File: src/rtl/core/grs_pkg.sv
// Shared widths and defaults for the group reversing stream block.
package grs_pkg;

  localparam int VALUE_W      = 32;
  localparam int SIZE_W       = 5;
  localparam int MAX_GROUP_DEF = 16;

  localparam logic [SIZE_W-1:0] GROUP_SIZE_RESET = SIZE_W'(1);

endpackage

File: src/rtl/core/grs_ifs.sv
// Handshake interfaces for the input, result and configuration channels.
interface grs_in_if;
  logic                                 valid;
  logic                                 ready;
  logic signed [grs_pkg::VALUE_W-1:0]   in_value;
  logic                                 in_final;

  modport source (output valid, output in_value, output in_final, input ready);
  modport sink (input valid, input in_value, input in_final, output ready);
endinterface

interface grs_out_if;
  logic                                 valid;
  logic                                 ready;
  logic signed [grs_pkg::VALUE_W-1:0]   out_value;
  logic                                 run_end;
  logic                                 seq_end;

  modport source (output valid, output out_value, output run_end, output seq_end,
                  input ready);
  modport sink (input valid, input out_value, input run_end, input seq_end,
                output ready);
endinterface

interface grs_cfg_if;
  logic                                 valid;
  logic                                 ready;
  logic [grs_pkg::SIZE_W-1:0]           group_size;

  modport source (output valid, output group_size, input ready);
  modport sink (input valid, input group_size, output ready);
endinterface

File: src/rtl/core/grs_mem.sv
// Group buffer: one write port and one read port with registered read data.
module grs_mem #(
  parameter int DEPTH = grs_pkg::MAX_GROUP_DEF
) (
  input  logic                                 clk,
  input  logic                                 we,
  input  logic [$clog2(DEPTH)-1:0]             waddr,
  input  logic signed [grs_pkg::VALUE_W-1:0]   wdata,
  input  logic                                 re,
  input  logic [$clog2(DEPTH)-1:0]             raddr,
  output logic signed [grs_pkg::VALUE_W-1:0]   rdata
);
  import grs_pkg::*;

  logic signed [VALUE_W-1:0] mem [DEPTH];

  always_ff @(posedge clk) begin
    if (we) begin
      mem[waddr] <= wdata;
    end
  end

  // The read register doubles as the result register: it holds while no read is issued.
  always_ff @(posedge clk) begin
    if (re) begin
      rdata <= mem[raddr];
    end
  end

endmodule

File: src/rtl/core/grs_ctrl.sv
// Fill counting, group decision and read sequencing for the group buffer.
module grs_ctrl #(
  parameter int MAX_GROUP = grs_pkg::MAX_GROUP_DEF
) (
  input  logic                                 clk,
  input  logic                                 rst,
  input  logic                                 in_valid,
  output logic                                 in_ready,
  input  logic                                 in_final,
  input  logic                                 cfg_valid,
  output logic                                 cfg_ready,
  input  logic [grs_pkg::SIZE_W-1:0]           cfg_size,
  output logic                                 out_valid,
  input  logic                                 out_ready,
  output logic                                 run_end,
  output logic                                 seq_end,
  output logic                                 we,
  output logic [$clog2(MAX_GROUP)-1:0]         waddr,
  output logic                                 re,
  output logic [$clog2(MAX_GROUP)-1:0]         raddr
);
  import grs_pkg::*;

  localparam int IW = $clog2(MAX_GROUP);
  localparam int FW = $clog2(MAX_GROUP + 1);
  localparam int KW = (FW > SIZE_W) ? FW : SIZE_W;

  localparam logic ST_IDLE  = 1'b0;
  localparam logic ST_DRAIN = 1'b1;

  logic          state;
  logic [SIZE_W-1:0] group_size;
  logic [FW-1:0] fill;
  logic [FW-1:0] len;
  logic [IW-1:0] cnt;
  logic          rev;
  logic          fin;

  logic [KW-1:0] size_ext;
  logic [KW-1:0] k_eff;
  logic [FW-1:0] wfill;
  logic [FW-1:0] n;
  logic          emit_rev;
  logic          emit_any;
  logic          accept;
  logic          issue;
  logic          last;
  logic [FW-1:0] rev_addr;

  assign cfg_ready = 1'b1;
  assign in_ready  = (state == ST_IDLE);
  assign accept    = in_valid && in_ready;

  // Size zero acts as one; sizes above the buffer depth saturate.
  always_comb begin
    size_ext = KW'(group_size);
    if (size_ext == '0) begin
      k_eff = KW'(1);
    end else if (size_ext > KW'(MAX_GROUP)) begin
      k_eff = KW'(MAX_GROUP);
    end else begin
      k_eff = size_ext;
    end
  end

  assign wfill    = (fill >= FW'(MAX_GROUP)) ? FW'(MAX_GROUP - 1) : fill;
  assign n        = wfill + FW'(1);
  assign emit_rev = (KW'(n) >= k_eff);
  assign emit_any = emit_rev || in_final;

  assign we    = accept;
  assign waddr = wfill[IW-1:0];

  assign issue    = (state == ST_DRAIN) && (!out_valid || out_ready);
  assign last     = (FW'(cnt) == len - FW'(1));
  assign rev_addr = len - FW'(1) - FW'(cnt);
  assign re       = issue;
  assign raddr    = rev ? rev_addr[IW-1:0] : cnt;

  always_ff @(posedge clk) begin
    if (rst) begin
      state      <= ST_IDLE;
      group_size <= GROUP_SIZE_RESET;
      fill       <= '0;
      cnt        <= '0;
      out_valid  <= 1'b0;
    end else begin
      if (cfg_valid && cfg_ready) begin
        group_size <= cfg_size;
      end
      unique case (state)
        ST_IDLE: begin
          if (accept) begin
            if (emit_any) begin
              state <= ST_DRAIN;
              fill  <= '0;
              cnt   <= '0;
            end else begin
              fill <= n;
            end
          end
        end
        ST_DRAIN: begin
          if (issue) begin
            cnt <= cnt + IW'(1);
            if (last) begin
              state <= ST_IDLE;
            end
          end
        end
        default: begin
          state <= ST_IDLE;
        end
      endcase
      if (issue) begin
        out_valid <= 1'b1;
      end else if (out_ready) begin
        out_valid <= 1'b0;
      end
    end
  end

  always_ff @(posedge clk) begin
    if (accept && emit_any) begin
      len <= n;
      rev <= emit_rev;
      fin <= in_final;
    end
    if (issue) begin
      run_end <= last;
      seq_end <= last && fin;
    end
  end

endmodule

File: src/rtl/core/group_reverse_stream.sv
// Top level of the group reversing stream block.
// Words are written into a buffer of MAX_GROUP entries as they arrive; an item that completes a
// group of group_size words, or that ends the sequence, starts a drain that reads its n held words
// back one per cycle, while the result side accepts, through the buffer's single read port, newest
// first for a complete group and in arrival order for a short trailing group. No new word is
// accepted until a drain is through, and the result side can stall a drain. A result waiting in
// the output register does not keep the next word from being accepted.
module group_reverse_stream #(
  parameter int MAX_GROUP = grs_pkg::MAX_GROUP_DEF
) (
  input logic       clk,
  input logic       rst,
  grs_in_if.sink    items,
  grs_out_if.source results,
  grs_cfg_if.sink   cfg
);
  import grs_pkg::*;

  localparam int IW = $clog2(MAX_GROUP);

  logic          we;
  logic          re;
  logic [IW-1:0] waddr;
  logic [IW-1:0] raddr;

  grs_ctrl #(
    .MAX_GROUP (MAX_GROUP)
  ) u_ctrl (
    .clk       (clk),
    .rst       (rst),
    .in_valid  (items.valid),
    .in_ready  (items.ready),
    .in_final  (items.in_final),
    .cfg_valid (cfg.valid),
    .cfg_ready (cfg.ready),
    .cfg_size  (cfg.group_size),
    .out_valid (results.valid),
    .out_ready (results.ready),
    .run_end   (results.run_end),
    .seq_end   (results.seq_end),
    .we        (we),
    .waddr     (waddr),
    .re        (re),
    .raddr     (raddr)
  );

  grs_mem #(
    .DEPTH (MAX_GROUP)
  ) u_mem (
    .clk   (clk),
    .we    (we),
    .waddr (waddr),
    .wdata (items.in_value),
    .re    (re),
    .raddr (raddr),
    .rdata (results.out_value)
  );

endmodule

File: src/flat_wrapper.sv
// flat-port wrapper written by rule: the top's interface ports become plain ports
module group_reverse_stream_flat import grs_pkg::*;
#(
  parameter int MAX_GROUP = grs_pkg::MAX_GROUP_DEF
)
  (clk, rst, items_valid, items_in_value, items_in_final, items_ready, results_valid, results_out_value, results_run_end, results_seq_end, results_ready, cfg_valid, cfg_group_size, cfg_ready);
  grs_in_if items_i ();
  grs_out_if results_i ();
  grs_cfg_if cfg_i ();
  input logic clk;
  input logic rst;
  input wire logic [$bits(items_i.valid)-1:0] items_valid;
  input wire logic [$bits(items_i.in_value)-1:0] items_in_value;
  input wire logic [$bits(items_i.in_final)-1:0] items_in_final;
  output wire logic [$bits(items_i.ready)-1:0] items_ready;
  output wire logic [$bits(results_i.valid)-1:0] results_valid;
  output wire logic [$bits(results_i.out_value)-1:0] results_out_value;
  output wire logic [$bits(results_i.run_end)-1:0] results_run_end;
  output wire logic [$bits(results_i.seq_end)-1:0] results_seq_end;
  input wire logic [$bits(results_i.ready)-1:0] results_ready;
  input wire logic [$bits(cfg_i.valid)-1:0] cfg_valid;
  input wire logic [$bits(cfg_i.group_size)-1:0] cfg_group_size;
  output wire logic [$bits(cfg_i.ready)-1:0] cfg_ready;
  assign items_i.valid = items_valid;
  assign items_i.in_value = items_in_value;
  assign items_i.in_final = items_in_final;
  assign items_ready = items_i.ready;
  assign results_valid = results_i.valid;
  assign results_out_value = results_i.out_value;
  assign results_run_end = results_i.run_end;
  assign results_seq_end = results_i.seq_end;
  assign results_i.ready = results_ready;
  assign cfg_i.valid = cfg_valid;
  assign cfg_i.group_size = cfg_group_size;
  assign cfg_ready = cfg_i.ready;
  group_reverse_stream #(.MAX_GROUP(MAX_GROUP)) u_core (.clk(clk), .rst(rst), .items(items_i), .results(results_i), .cfg(cfg_i));
endmodule
File: config.mk
export PLATFORM = sky130hd
export DESIGN_NAME = group_reverse_stream_flat
export DESIGN_NICKNAME = d
export VERILOG_FILES = /design/src/rtl/core/grs_pkg.sv /design/src/rtl/core/grs_ifs.sv /design/src/rtl/core/grs_mem.sv /design/src/rtl/core/grs_ctrl.sv /design/src/rtl/core/group_reverse_stream.sv /design/src/flat_wrapper.sv
export SDC_FILE = /design/constraint.sdc
export NUM_CORES = 1
export LEC_CHECK = 0
export BUFFER_PORTS_ARGS = -buffer_cell sky130_fd_sc_hd__buf_2
export CAP_MARGIN = 20
export CORE_AREA = 2 2 217 219
export CTS_CLUSTER_DIAMETER = 150
export DETAILED_ROUTE_END_ITERATION = 7
export DIE_AREA = 0 0 219 221
export PLACE_DENSITY = 0.71
export SETUP_SLACK_MARGIN = 0.3
export SYNTH_ARGS = -nofsm -noshare
export SYNTH_HDL_FRONTEND = slang
export SYNTH_SLANG_ARGS = --single-unit
File: constraint.sdc
create_clock -name clk -period 4.92 [get_ports clk]
set_input_delay 0.246 -clock clk [delete_from_list [all_inputs] [get_ports clk]]
set_output_delay 0.246 -clock clk [all_outputs]
set_load 0.01 [all_outputs]
==> results.py, run 1 <==
metrics = {
    "worst_setup_path": {
        "startpoint_type": "flop",
        "worstRegToRegCells": 8,
        "cp.arrival_ns": 4.25,
        "reg2reg_to": "u_core.u_mem.rdata[17]",
        "cp-end-kind": "flop",
        "critical_path_required_ns": 5.40,
        "r2r_setup_slack_ns": 1.14,
        "worstPathMaxFanout": 25,
        "critPathKind": "flop to flop",
        "worstReg2RegStart": "u_core.u_ctrl.len[0]",
    },
    "timing": {
        "worst_pin_slew_ns": 1.054,
        "period_needed_ns": 3.775,
        "rsz0062_at_grt": "no",
        "fmax_ghz": 0.2649,
        "setup_tns_ns": 0,
        "clock_skew_ns": 0.01417,
        "layout_setup_ws_ns": 1.145,
        "setup_viol": 0,
        "finalCritPeriodShare": 0.7673,
        "slew_viol_final": 0,
        "slew_headroom": 0.2974,
        "hold_violations": 0,
    },
    "layout": {
        "final_cells": 2119,
        "final_util": 0.5611,
        "diodes": 0,
        "design_area_um2": 25840,
        "nFillCells": 3584,
        "nets": 1526,
        "drive_above_1_share": 0.1772,
        "area_growth_pct": 13.83,
    },
    "placement": {
        "dpl.hpwl_um": 27070,
        "dp_cells": 1985,
        "dp_slack_ns": 1.234,
        "io_buffers": 78,
        "place_congestion": 0.7906,
        "placedInstanceArea_um2": 23770,
    },
    "global_route": {
        "grt.overflow.total": 0,
        "grt_max_degree": 98,
        "antenna_found_initial": 1,
        "busiest_layer": "met2",
        "track_usage": 0.2187,
        "grt_pass1_vias": 12940,
        "grt_util_met3": 0.03931,
        "grt_use_met2": 0.3431,
        "met1_usage": 0.3146,
        "grt_pass1_wl_um": 79760,
    },
    "clocking": {
        "postCtsSetupBuffers": 0,
        "clk_latency_ns": 0.61,
        "h-tree-depth": 2,
        "cts_tree": "built",
        "cts_sinks": 569,
        "clockBufferDepth": 3,
        "cts.clk_slew.worst_paths_ns": 0.06,
        "cts_inserted_buffers": 55,
        "cts_hold_buffers": 33,
        "root_buffer": "clkbuf_16",
        "cts_resized": 0,
    },
    "job": {
        "cap_violations": 0,
    },
    "die": {
        "die_w_um": 219,
        "start_util": 0.4929,
        "die-area_um2": 48400,
        "io_pins": 80,
        "coreArea_um2": 46060,
        "rows": 79,
        "die_height_um": 221,
    },
    "worst_hold_path": {
        "holdCritPathClass": "primary input to flop",
        "whs_path_depth": 1,
        "hp-start": "items_in_value[1]",
        "holdPathEnd": "u_core.u_mem.mem[7][1]",
    },
    "power": {
        "p_leak_nw": 8.907,
        "p_comb_frac": 0.177,
        "power.share.clock": 0.347,
        "p_seq_frac": 0.475,
        "sw_frac_of_total": 0.2697,
        "switching_power_mw": 3.160,
        "power_density_nw_per_um2": 453.3,
        "p_int_mw": 8.554,
        "peakVddDrop_v": 0.0002655,
    },
    "drt": {
        "drt-pass1-iter-count": 5,
        "viasPerCell": 6.126,
        "first_iter_violations": 1285,
        "wl_per_cell_um": 24.80,
        "ant_nets": 0,
        "remaining_drc_errors": 0,
        "vias": 12980,
        "routed_wl_um": 52540,
    },
    "yosys": {
        "synth_edf_count": 553,
        "ys_ff_latch": 569,
        "synth_fp_nets": 1429,
        "synthArstFlopShare": 0,
        "synth_top_family_by_area": "compound AO/OA/AOI/OAI gates",
        "synthAdderAreaFrac": 0.008597,
        "synthXorXnorAreaFrac": 0.004574,
        "synth_top_flop_cell": "edfxtp_1",
        "synthSimpleGateAreaFrac": 0.07341,
        "seq_area_frac_synth": 0.7455,
        "synth-compound-area-share": 0.09700,
        "synth_area_um2": 22700,
        "synth_cell_types": 53,
        "synth_warnings": 0,
        "avgSynthCellArea_um2": 16.56,
        "syn_inst": 1371,
        "synthMuxAreaShare": 0.04453,
    },
    "run_status": {
        "status": "finished clean",
    },
}
## metal layers
layer / wire length, um / vias up
met5: 13 / -
met4: 1257 / 2
met3: 3225 / 100
met2: 24990 / 469
met1: 23060 / 6625
li1: - / 5785
## layout make-up
cell class	instances	area, um^2	share of cell area
flip-flops and latches	569	16930	0.6549
inverters	11	41.29	0.001598
well taps	607	759.5	0.02939
repair buffers	145	1026	0.03970
multi-input cells	686	5348	0.2069
clock inverters	40	322.8	0.01249
clock buffers	61	1420	0.05495
## cells in the final DEF (no fill, tap or decap), drive strengths merged, types with 3 or more instances in the layout
cell type    netlist  routed
a2111oi           58      58
a211oi           198     198
a21o               4       4
a21oi              6       6
and3             198     198
buf               56     112
bufinv             0       4
clkbuf            49      61
clkinv             0      30
clkinvlp           0       4
dfxtp             16      16
dlygate4sd3        0      33
edfxtp           553     553
ha                14      14
inv               11      13
mux2              32      32
mux2i             65      65
nand2             16      16
nand2b             4       4
nand3              3       3
nor2              26      26
nor2b              4       4
nor3              11      11
nor4               6       6
o32a               6       6
or2                4       4
or3                4       4
xnor2              5       5
xor2               6       6
## worst max-delay path by stage
| stage | endpoint | cells after the start | slack [ns] | start |
|---|---|---|---|---|
| floorplan | u_core.u_mem.mem[0][0] | 6 | 2.01 | u_core.u_ctrl.fill[4] |
| global placement | u_core.u_mem.rdata[2] | 10 | 1.28 | u_core.u_ctrl.len[0] |
| detailed placement | u_core.u_mem.rdata[13] | 10 | 1.23 | u_core.u_ctrl.len[0] |
| CTS | u_core.u_mem.rdata[13] | 10 | 1.22 | u_core.u_ctrl.len[0] |
| global route | u_core.u_mem.rdata[13] | 10 | 0.91 | u_core.u_ctrl.len[0] |
| finish | u_core.u_mem.rdata[17] | 8 | 1.14 | u_core.u_ctrl.len[0] |
## Yosys cell counts (all sizes together), types with 3 or more instances
| cell | count | share of area |
|---|---|---|
| a2111oi | 58 | 0.022 |
| a211oi | 198 | 0.065 |
| a21o | 4 | 0.0013 |
| a21oi | 6 | 0.0013 |
| and3 | 198 | 0.055 |
| buf | 56 | 0.016 |
| clkbuf | 49 | 0.0081 |
| dfxtp | 16 | 0.014 |
| edfxtp | 553 | 0.73 |
| ha | 14 | 0.0077 |
| inv | 11 | 0.0018 |
| mux2 | 32 | 0.016 |
| mux2i | 65 | 0.029 |
| nand2 | 16 | 0.0039 |
| nand2b | 4 | 0.0011 |
| nand3 | 3 | 0.00066 |
| nor2 | 26 | 0.0043 |
| nor2b | 4 | 0.0011 |
| nor3 | 11 | 0.0024 |
| nor4 | 6 | 0.0017 |
| o32a | 6 | 0.0029 |
| or2 | 4 | 0.0012 |
| or3 | 4 | 0.0011 |
| xnor2 | 5 | 0.0019 |
| xor2 | 6 | 0.0026 |
## flip-flops by register name (all words and copies together), names as in the netlist
signal and count:
u_core.u_ctrl.out_valid 1, u_core.u_ctrl.len 5, u_core.u_ctrl.group_size 5, u_core.u_mem.mem 512, u_core.u_ctrl.state 1, u_core.u_ctrl.fill 5, u_core.u_mem.rdata 32, u_core.u_ctrl.seq_end 1
u_core.u_ctrl.cnt 4, u_core.u_ctrl.run_end 1, u_core.u_ctrl.rev 1, u_core.u_ctrl.fin 1
## stage by stage
step / hold slack (ns) / total power [mW]
2_1_floorplan: 0.3449 / 7.066
4_1_cts: 0.0003014 / 11.78
3_5_place_dp: 0.4621 / 7.713
6_report: 0.01664 / 11.71
5_1_grt: 0.007598 / 12.16
3_3_place_gp: 0.4520 / 7.663
## critical path: stages, from the launching register on
cell and delay, ns:
edfxtp_1 0.38, inv_1 0.06, ha_1 0.33, fa_1 0.47, xnor2_1 0.38, o32a_2 0.79
a211oi_1 0.10, a2111oi_0 0.84, mux2_2 0.29
## power groups by stage
stage	clock (mW)	combinational [mW]	sequential, mW
floorplan	0	1.38	5.68
global placement	0	1.99	5.67
detailed placement	0	2.04	5.67
finish	4.07	2.08	5.57
CTS	4.13	2.08	5.57
global route	4.33	2.25	5.58
## kinds of logic after synthesis
family                     count (synthesis)
DFF                                      569
AOI/OAI and AO/OA                        282
and+or+nand+nor                          280
buffers and inverters                    116
muxes                                     97
adders and majority gates                 15
xor gates and xnor gates                  11
other                                      1
(Power assumes the default switching activity.)
==> inputs of run 2 (changes only) <==
PLACE_DENSITY = 0.73   (was 0.71)
clock period = 3.3 ns   (was 4.92 ns; I/O delays follow)
==> run 2 against run 1 <==
Clock-buffer cell count rose by 4. Worst hold slack better by 0.015 ns. Flip-flop and latch count unchanged. Combinational power rose by 75%. Setup slack got worse by 0.88 ns. Critical endpoint is now u_core.u_mem.rdata[27]. Critical path depth increased by 2. First-iteration DRC count is 9.1% higher. Wire length up 2.5%. Via count grew 2.8%.
==> results.py, run 2 (synthesized netlist as in run 1, its figures left out) <==
metrics = {
    "run_status": {
        "status": "finished clean",
    },
    "worst_setup_path": {
        "slowest_delay_ns": 0.56,
        "crit_buf_inv": 3,
        "cp_top_family": "adder cells",
        "cp.arrival_ns": 3.38,
        "worstReg2RegStart": "u_core.u_ctrl.len[0]",
        "critical_path_required_ns": 3.65,
        "worstPathCellList": "inv_1 -> ha_1 -> fa_2 -> nand2_2 -> nand2_8 -> buf_16 -> mux2i_2 -> a2111oi_2 -> buf_4 -> mux2_2",
        "cp.depth": 10,
        "slowest_stage": "fa_2",
        "startpoint": "u_core.u_ctrl.len[0]",
        "critPathKind": "flop to flop",
        "startpoint_type": "flop",
        "reg2reg_to": "u_core.u_mem.rdata[27]",
        "worstRegToRegCells": 10,
        "worstPathMaxFanout": 26,
        "cp-end-kind": "flop",
        "cp-endpoint": "u_core.u_mem.rdata[27]",
        "r2r_setup_slack_ns": 0.27,
    },
    "die": {
        "die-area_um2": 48400,
        "coreArea_um2": 46060,
        "start_util": 0.4929,
        "io_pins": 80,
        "die_height_um": 221,
        "die_w_um": 219,
        "rows": 79,
    },
    "layout": {
        "mostFrequentLayoutCells": "edfxtp_1, and3_1, a211oi_1",
        "biggestRegsByFlops": "u_core.u_mem.mem: 512 flops, u_core.u_mem.rdata: 32 flops",
        "nets": 1580,
        "nFillCells": 3388,
        "layout_commonest_cell": "edfxtp_1",
        "top_register": "u_core.u_mem.mem",
        "area_growth_pct": 18.48,
        "drive_above_1_share": 0.2194,
        "final_util": 0.5840,
        "diodes": 0,
        "largest_reg_flops": 512,
    },
    "global_route": {
        "track_usage": 0.2209,
        "grt_max_degree": 58,
        "grt_pass1_vias": 13510,
        "grt.overflow.total": 0,
        "antenna_found_initial": 1,
        "grt_pass1_wl_um": 80630,
    },
    "timing": {
        "slew_headroom": 0.5457,
        "period_needed_ns": 3.034,
        "worst_pin_slew_ns": 0.6815,
        "rsz0062_at_grt": "yes",
        "layout_setup_ws_ns": 0.2664,
        "clock_skew_ns": 0.01174,
        "slew_viol_final": 0,
        "setup_viol": 0,
        "fmax_ghz": 0.3296,
        "hold_violations": 0,
        "finalCritPeriodShare": 0.9193,
    },
    "drt": {
        "wl_per_cell_um": 24.77,
        "viasPerCell": 6.137,
        "vias": 13350,
        "drt-pass1-iter-count": 5,
        "remaining_drc_errors": 0,
        "first_iter_violations": 1402,
        "routed_wl_um": 53880,
        "ant_nets": 0,
    },
    "clocking": {
        "cts.clk_slew.worst_paths_ns": 0.06,
        "root_buffer": "clkbuf_16",
        "cts_sinks": 569,
        "h-tree-depth": 2,
        "cts_inserted_buffers": 55,
        "cts_tree": "built",
        "clk_latency_ns": 0.60,
        "clockBufferDepth": 3,
    },
    "power": {
        "p_leak_nw": 9.352,
        "peakVddDrop_v": 0.0004309,
        "power_density_nw_per_um2": 684.3,
    },
    "placement": {
        "dp_slack_ns": -0.01329,
        "dpl.hpwl_um": 28400,
        "place_congestion": 0.8113,
        "io_buffers": 78,
    },
    "worst_hold_path": {
        "holdCritPathClass": "primary input to flop",
    },
    "job": {
        "cap_violations": 0,
    },
}
[run 2: cell types whose count changed in the layout (fill, tap and decap cells not counted), moves of 5 or more]
cell           previous run  this run
buf_4                    30        50
a2111oi_0                58        30
a211oi_1                198       180
a2111oi_2                 0        15
bufinv_16                 4         9
a211oi_2                  0        18
dlygate4sd3_1            33        49
a2111oi_1                 0        13
buf_12                    4        14
clkinv_2                 20        15
[run 2: worst min path at each step]
stage	startpoint	endpoint	slack (ns)	depth (start not counted)
6_report	items_valid	u_core.u_ctrl.fill[0]	0.03	4
5_1_grt	items_valid	u_core.u_ctrl.fill[0]	0.05	4
4_1_cts	items_valid	u_core.u_ctrl.fill[0]	0.002	4
3_5_place_dp	items_in_final	u_core.u_ctrl.fin	0.38	1
3_3_place_gp	cfg_group_size[0]	u_core.u_ctrl.group_size[0]	0.37	2
2_1_floorplan	items_in_final	u_core.u_ctrl.fin	0.26	0
[run 2: timing repair]
| item | 4_1_cts | 5_1_grt |
|---|---|---|
| hold endpoints to repair | 526 | 0 |
| hold buffers | 49 | 0 |
| setup endpoints to repair | 30 | 33 |
| gates cloned | 0 | 2 |
| pin swaps | 2 | 1 |
| setup buffers | 4 | 0 |
| resized for setup | 39 | 39 |
[run 2: area by class of cell]
type	count	area [um^2]	share of cell area
timing repair buffer	199	1690	0.06284
multi-input combinational	686	5609	0.2085
inverter	11	41.29	0.001535
sequential	569	16930	0.6293
clock inverter	38	436.7	0.01623
tap	607	759.5	0.02824
clock buffer	65	1435	0.05335
[run 2: layer usage]
| metal | vias to the layer above | track usage | wire length (um) |
|---|---|---|---|
| met5 | - | 0 | 13 |
| met4 | 2 | 0.06604 | 1308 |
| met3 | 97 | 0.04220 | 3846 |
| met2 | 549 | 0.3580 | 26300 |
| met1 | 6810 | 0.3048 | 22410 |
| li1 | 5891 | - | - |
[run 2: through the flow]
step / hold WS, ns / power (mW) / instance area (um^2) / cells / setup TNS, ns
6_report: 0.03183 / 18.41 / 26900 / 2175 / 0
5_1_grt: 0.05242 / 19.02 / 26900 / 2175 / 0
4_1_cts: 0.002130 / 18.29 / 26690 / 2173 / 0
3_5_place_dp: 0.3780 / 11.73 / 24150 / 2017 / -0.01467
3_3_place_gp: 0.3714 / 11.65 / 24150 / 2017 / 0
2_1_floorplan: 0.2639 / 10.53 / 22700 / 1371 / 0
[run 2: power breakdown]
| group | internal [mW] | total [mW] | switching, mW |
|---|---|---|---|
| clock network | 3.82 | 6.47 | 2.65 |
| registers | 8.21 | 8.29 | 0.0779 |
| logic | 1.49 | 3.65 | 2.15 |
[run 2: worst min-delay path: cells and delay by family]
kind | cells | cell delay (ns)
buf+inv | 1 | 0.08
simple gates | 2 | 0.17
compound gates | 1 | 0.17
==> inputs of run 3 (changes only) <==
CELL_PAD_IN_SITES_DETAIL_PLACEMENT = 1   (was not set)
CELL_PAD_IN_SITES_GLOBAL_PLACEMENT = 1   (was not set)
CORE_AREA = 2 2 221 223   (was 2 2 217 219)
DIE_AREA = 0 0 223 225   (was 0 0 219 221)
GPL_ROUTABILITY_DRIVEN = 0   (was not set)
PLACE_DENSITY = 0.8   (was 0.73)
==> run 3 against run 2 <==
Flip-flop and latch count stayed put. Register-to-register slack worse by 0.18 ns. Non-clock buffer count increased by 28. Worst hold slack improved by 0.0047 ns. Clock skew up 0.025 ns. Sequential share of layout area fell by 1.8 points. Die area is 3.7% higher. Clock power is essentially flat. Wire length up 35%. Critical path depth is 1 lower. Sequential power barely moved.
==> results.py, run 3 (synthesized netlist as in run 1, its figures left out) <==
metrics = {
    "layout": {
        "final_cells": 2214,
        "layout_commonest_cell": "edfxtp_1",
        "design_area_um2": 27710,
        "mostFrequentLayoutCells": "edfxtp_1, and3_1, a211oi_1",
        "nets": 1612,
        "top_register": "u_core.u_mem.mem",
        "drive_above_1_share": 0.2703,
        "biggestRegsByFlops": "u_core.u_mem.mem: 512 flops, u_core.u_mem.rdata: 32 flops",
        "area_growth_pct": 22.03,
        "largest_reg_flops": 512,
    },
    "clocking": {
        "cts.clk_slew.worst_paths_ns": 0.06,
        "h-tree-depth": 2,
        "cts_inserted_buffers": 56,
        "cts_sinks": 569,
        "clk_latency_ns": 0.65,
        "clockBufferDepth": 3,
        "cts_tree": "built",
        "root_buffer": "clkbuf_16",
    },
    "worst_setup_path": {
        "critical_path_required_ns": 3.78,
        "worstPathCellList": "inv_2 -> ha_4 -> fa_2 -> nand2_8 -> nand2_8 -> bufbuf_16 -> a211oi_1 -> a2111oi_0 -> mux2_1",
        "slowest_delay_ns": 0.66,
        "reg2reg_to": "u_core.u_mem.rdata[2]",
        "critPathKind": "flop to flop",
        "worstRegToRegCells": 9,
        "cp-end-kind": "flop",
        "cp.arrival_ns": 3.70,
        "startpoint_type": "flop",
        "worstPathMaxFanout": 20,
        "slowest_stage": "fa_2",
        "worstReg2RegStart": "u_core.u_ctrl.len[0]",
        "cp_common_cell": "nand2_8",
        "r2r_setup_slack_ns": 0.08,
    },
    "global_route": {
        "antenna_found_initial": 0,
        "grt_max_degree": 55,
        "grt_pass1_vias": 15290,
        "grt_pass1_wl_um": 99930,
        "grt.overflow.total": 0,
        "track_usage": 0.2699,
    },
    "run_status": {
        "status": "finished clean",
    },
    "drt": {
        "vias": 14710,
        "drt-pass1-iter-count": 5,
        "viasPerCell": 6.645,
        "ant_nets": 0,
        "remaining_drc_errors": 0,
        "first_iter_violations": 1999,
        "routed_wl_um": 72780,
        "wl_per_cell_um": 32.87,
    },
    "worst_hold_path": {
        "hp-start": "items_valid",
        "holdCritPathClass": "primary input to flop",
        "whs_path_depth": 4,
        "holdPathEnd": "u_core.u_ctrl.fill[3]",
    },
    "die": {
        "start_util": 0.4775,
        "die_w_um": 223,
        "coreArea_um2": 47550,
        "die_height_um": 225,
        "io_pins": 80,
        "rows": 80,
        "die-area_um2": 50180,
    },
    "power": {
        "p_comb_frac": 0.239,
        "power_mw": 19.39,
        "p_leak_nw": 9.604,
        "p_seq_frac": 0.429,
        "peakVddDrop_v": 0.0004423,
        "power.share.clock": 0.333,
        "sw_frac_of_total": 0.2970,
        "p_int_mw": 13.63,
        "switching_power_mw": 5.759,
        "power_density_nw_per_um2": 699.9,
    },
    "timing": {
        "setup_viol": 0,
        "clock_skew_ns": 0.03693,
        "finalCritPeriodShare": 0.9744,
        "worst_pin_slew_ns": 0.8113,
        "rsz0062_at_grt": "yes",
        "period_needed_ns": 3.215,
        "setup_tns_ns": 0,
        "layout_setup_ws_ns": 0.08462,
        "slew_headroom": 0.4583,
        "hold_violations": 0,
        "slew_viol_final": 0,
        "fmax_ghz": 0.3110,
    },
    "placement": {
        "dp_slack_ns": -0.1760,
        "placedInstanceArea_um2": 24250,
        "dpl.hpwl_um": 35270,
        "dp_cells": 2040,
        "io_buffers": 78,
    },
    "job": {
        "cap_violations": 0,
    },
}
## run 3: cell type report
class | count | area, um^2
multi-input combinational | 689 | 6187
tap | 615 | 769.5
antenna | 1 | 2.502
fill | 4209 | 19840
clock buffer | 70 | 1475
inverter | 11 | 41.29
sequential | 569 | 16930
clock inverter | 32 | 297.8
timing repair buffer | 227 | 2006
## run 3: what timing repair did
action,in CTS,in global routing
pin swaps,6,13
buffers inserted,9,3
endpoints found under the setup margin,32,46
resized for setup,71,127
hold endpoints to repair,525,0
hold buffers,50,0
gates cloned,3,6
## run 3: per-layer routing
layer	vias to the layer above	part of all wire	global-route usage
met1	7578	0.38	0.3599
met4	0	0.040	0.1078
met5	-	0	0
li1	5975	-	-
met2	970	0.49	0.4479
met3	188	0.089	0.04146
## run 3: power groups by stage
stage	Sequential (mW)	Clock, mW	Combinational, mW
3_5_place_dp	8.45	0	3.50
2_1_floorplan	8.47	0	2.06
6_report	8.31	6.45	4.63
3_3_place_gp	8.45	0	3.33
5_1_grt	8.32	6.72	4.81
4_1_cts	8.30	6.40	3.95
## run 3: worst max-delay path, delay by kind of cell (launching register included)
family / cells / cell delay [ns]
buffers and inverters: 2 / 0.47
DFF: 1 / 0.45
and+or+nand+nor: 2 / 0.30
muxes: 1 / 0.24
adders and majority gates: 2 / 0.88
AOI/OAI and AO/OA: 2 / 0.71
## run 3: worst max path at each step
stage | start | endpoint | slack (ns)
3_5_place_dp | u_core.u_ctrl.len[0] | u_core.u_mem.rdata[23] | -0.18
6_report | u_core.u_ctrl.len[0] | u_core.u_mem.rdata[2] | 0.08
2_1_floorplan | u_core.u_ctrl.fill[4] | u_core.u_mem.mem[0][0] | 0.39
4_1_cts | u_core.u_ctrl.len[0] | u_core.u_mem.rdata[1] | 0.30
3_3_place_gp | u_core.u_ctrl.len[0] | u_core.u_mem.rdata[28] | -0.03
5_1_grt | u_core.u_ctrl.len[0] | u_core.u_mem.rdata[0] | 0.05
## run 3: through the flow
| stage | hold slack [ns] | util |
|---|---|---|
| 5_1_grt | 0.05413 | 0.5827 |
| 3_3_place_gp | 0.3698 | 0.5099 |
| 4_1_cts | 0.01442 | 0.5669 |
| 2_1_floorplan | 0.2639 | - |
| 6_report | 0.03654 | 0.5827 |
| 3_5_place_dp | 0.3746 | 0.5099 |
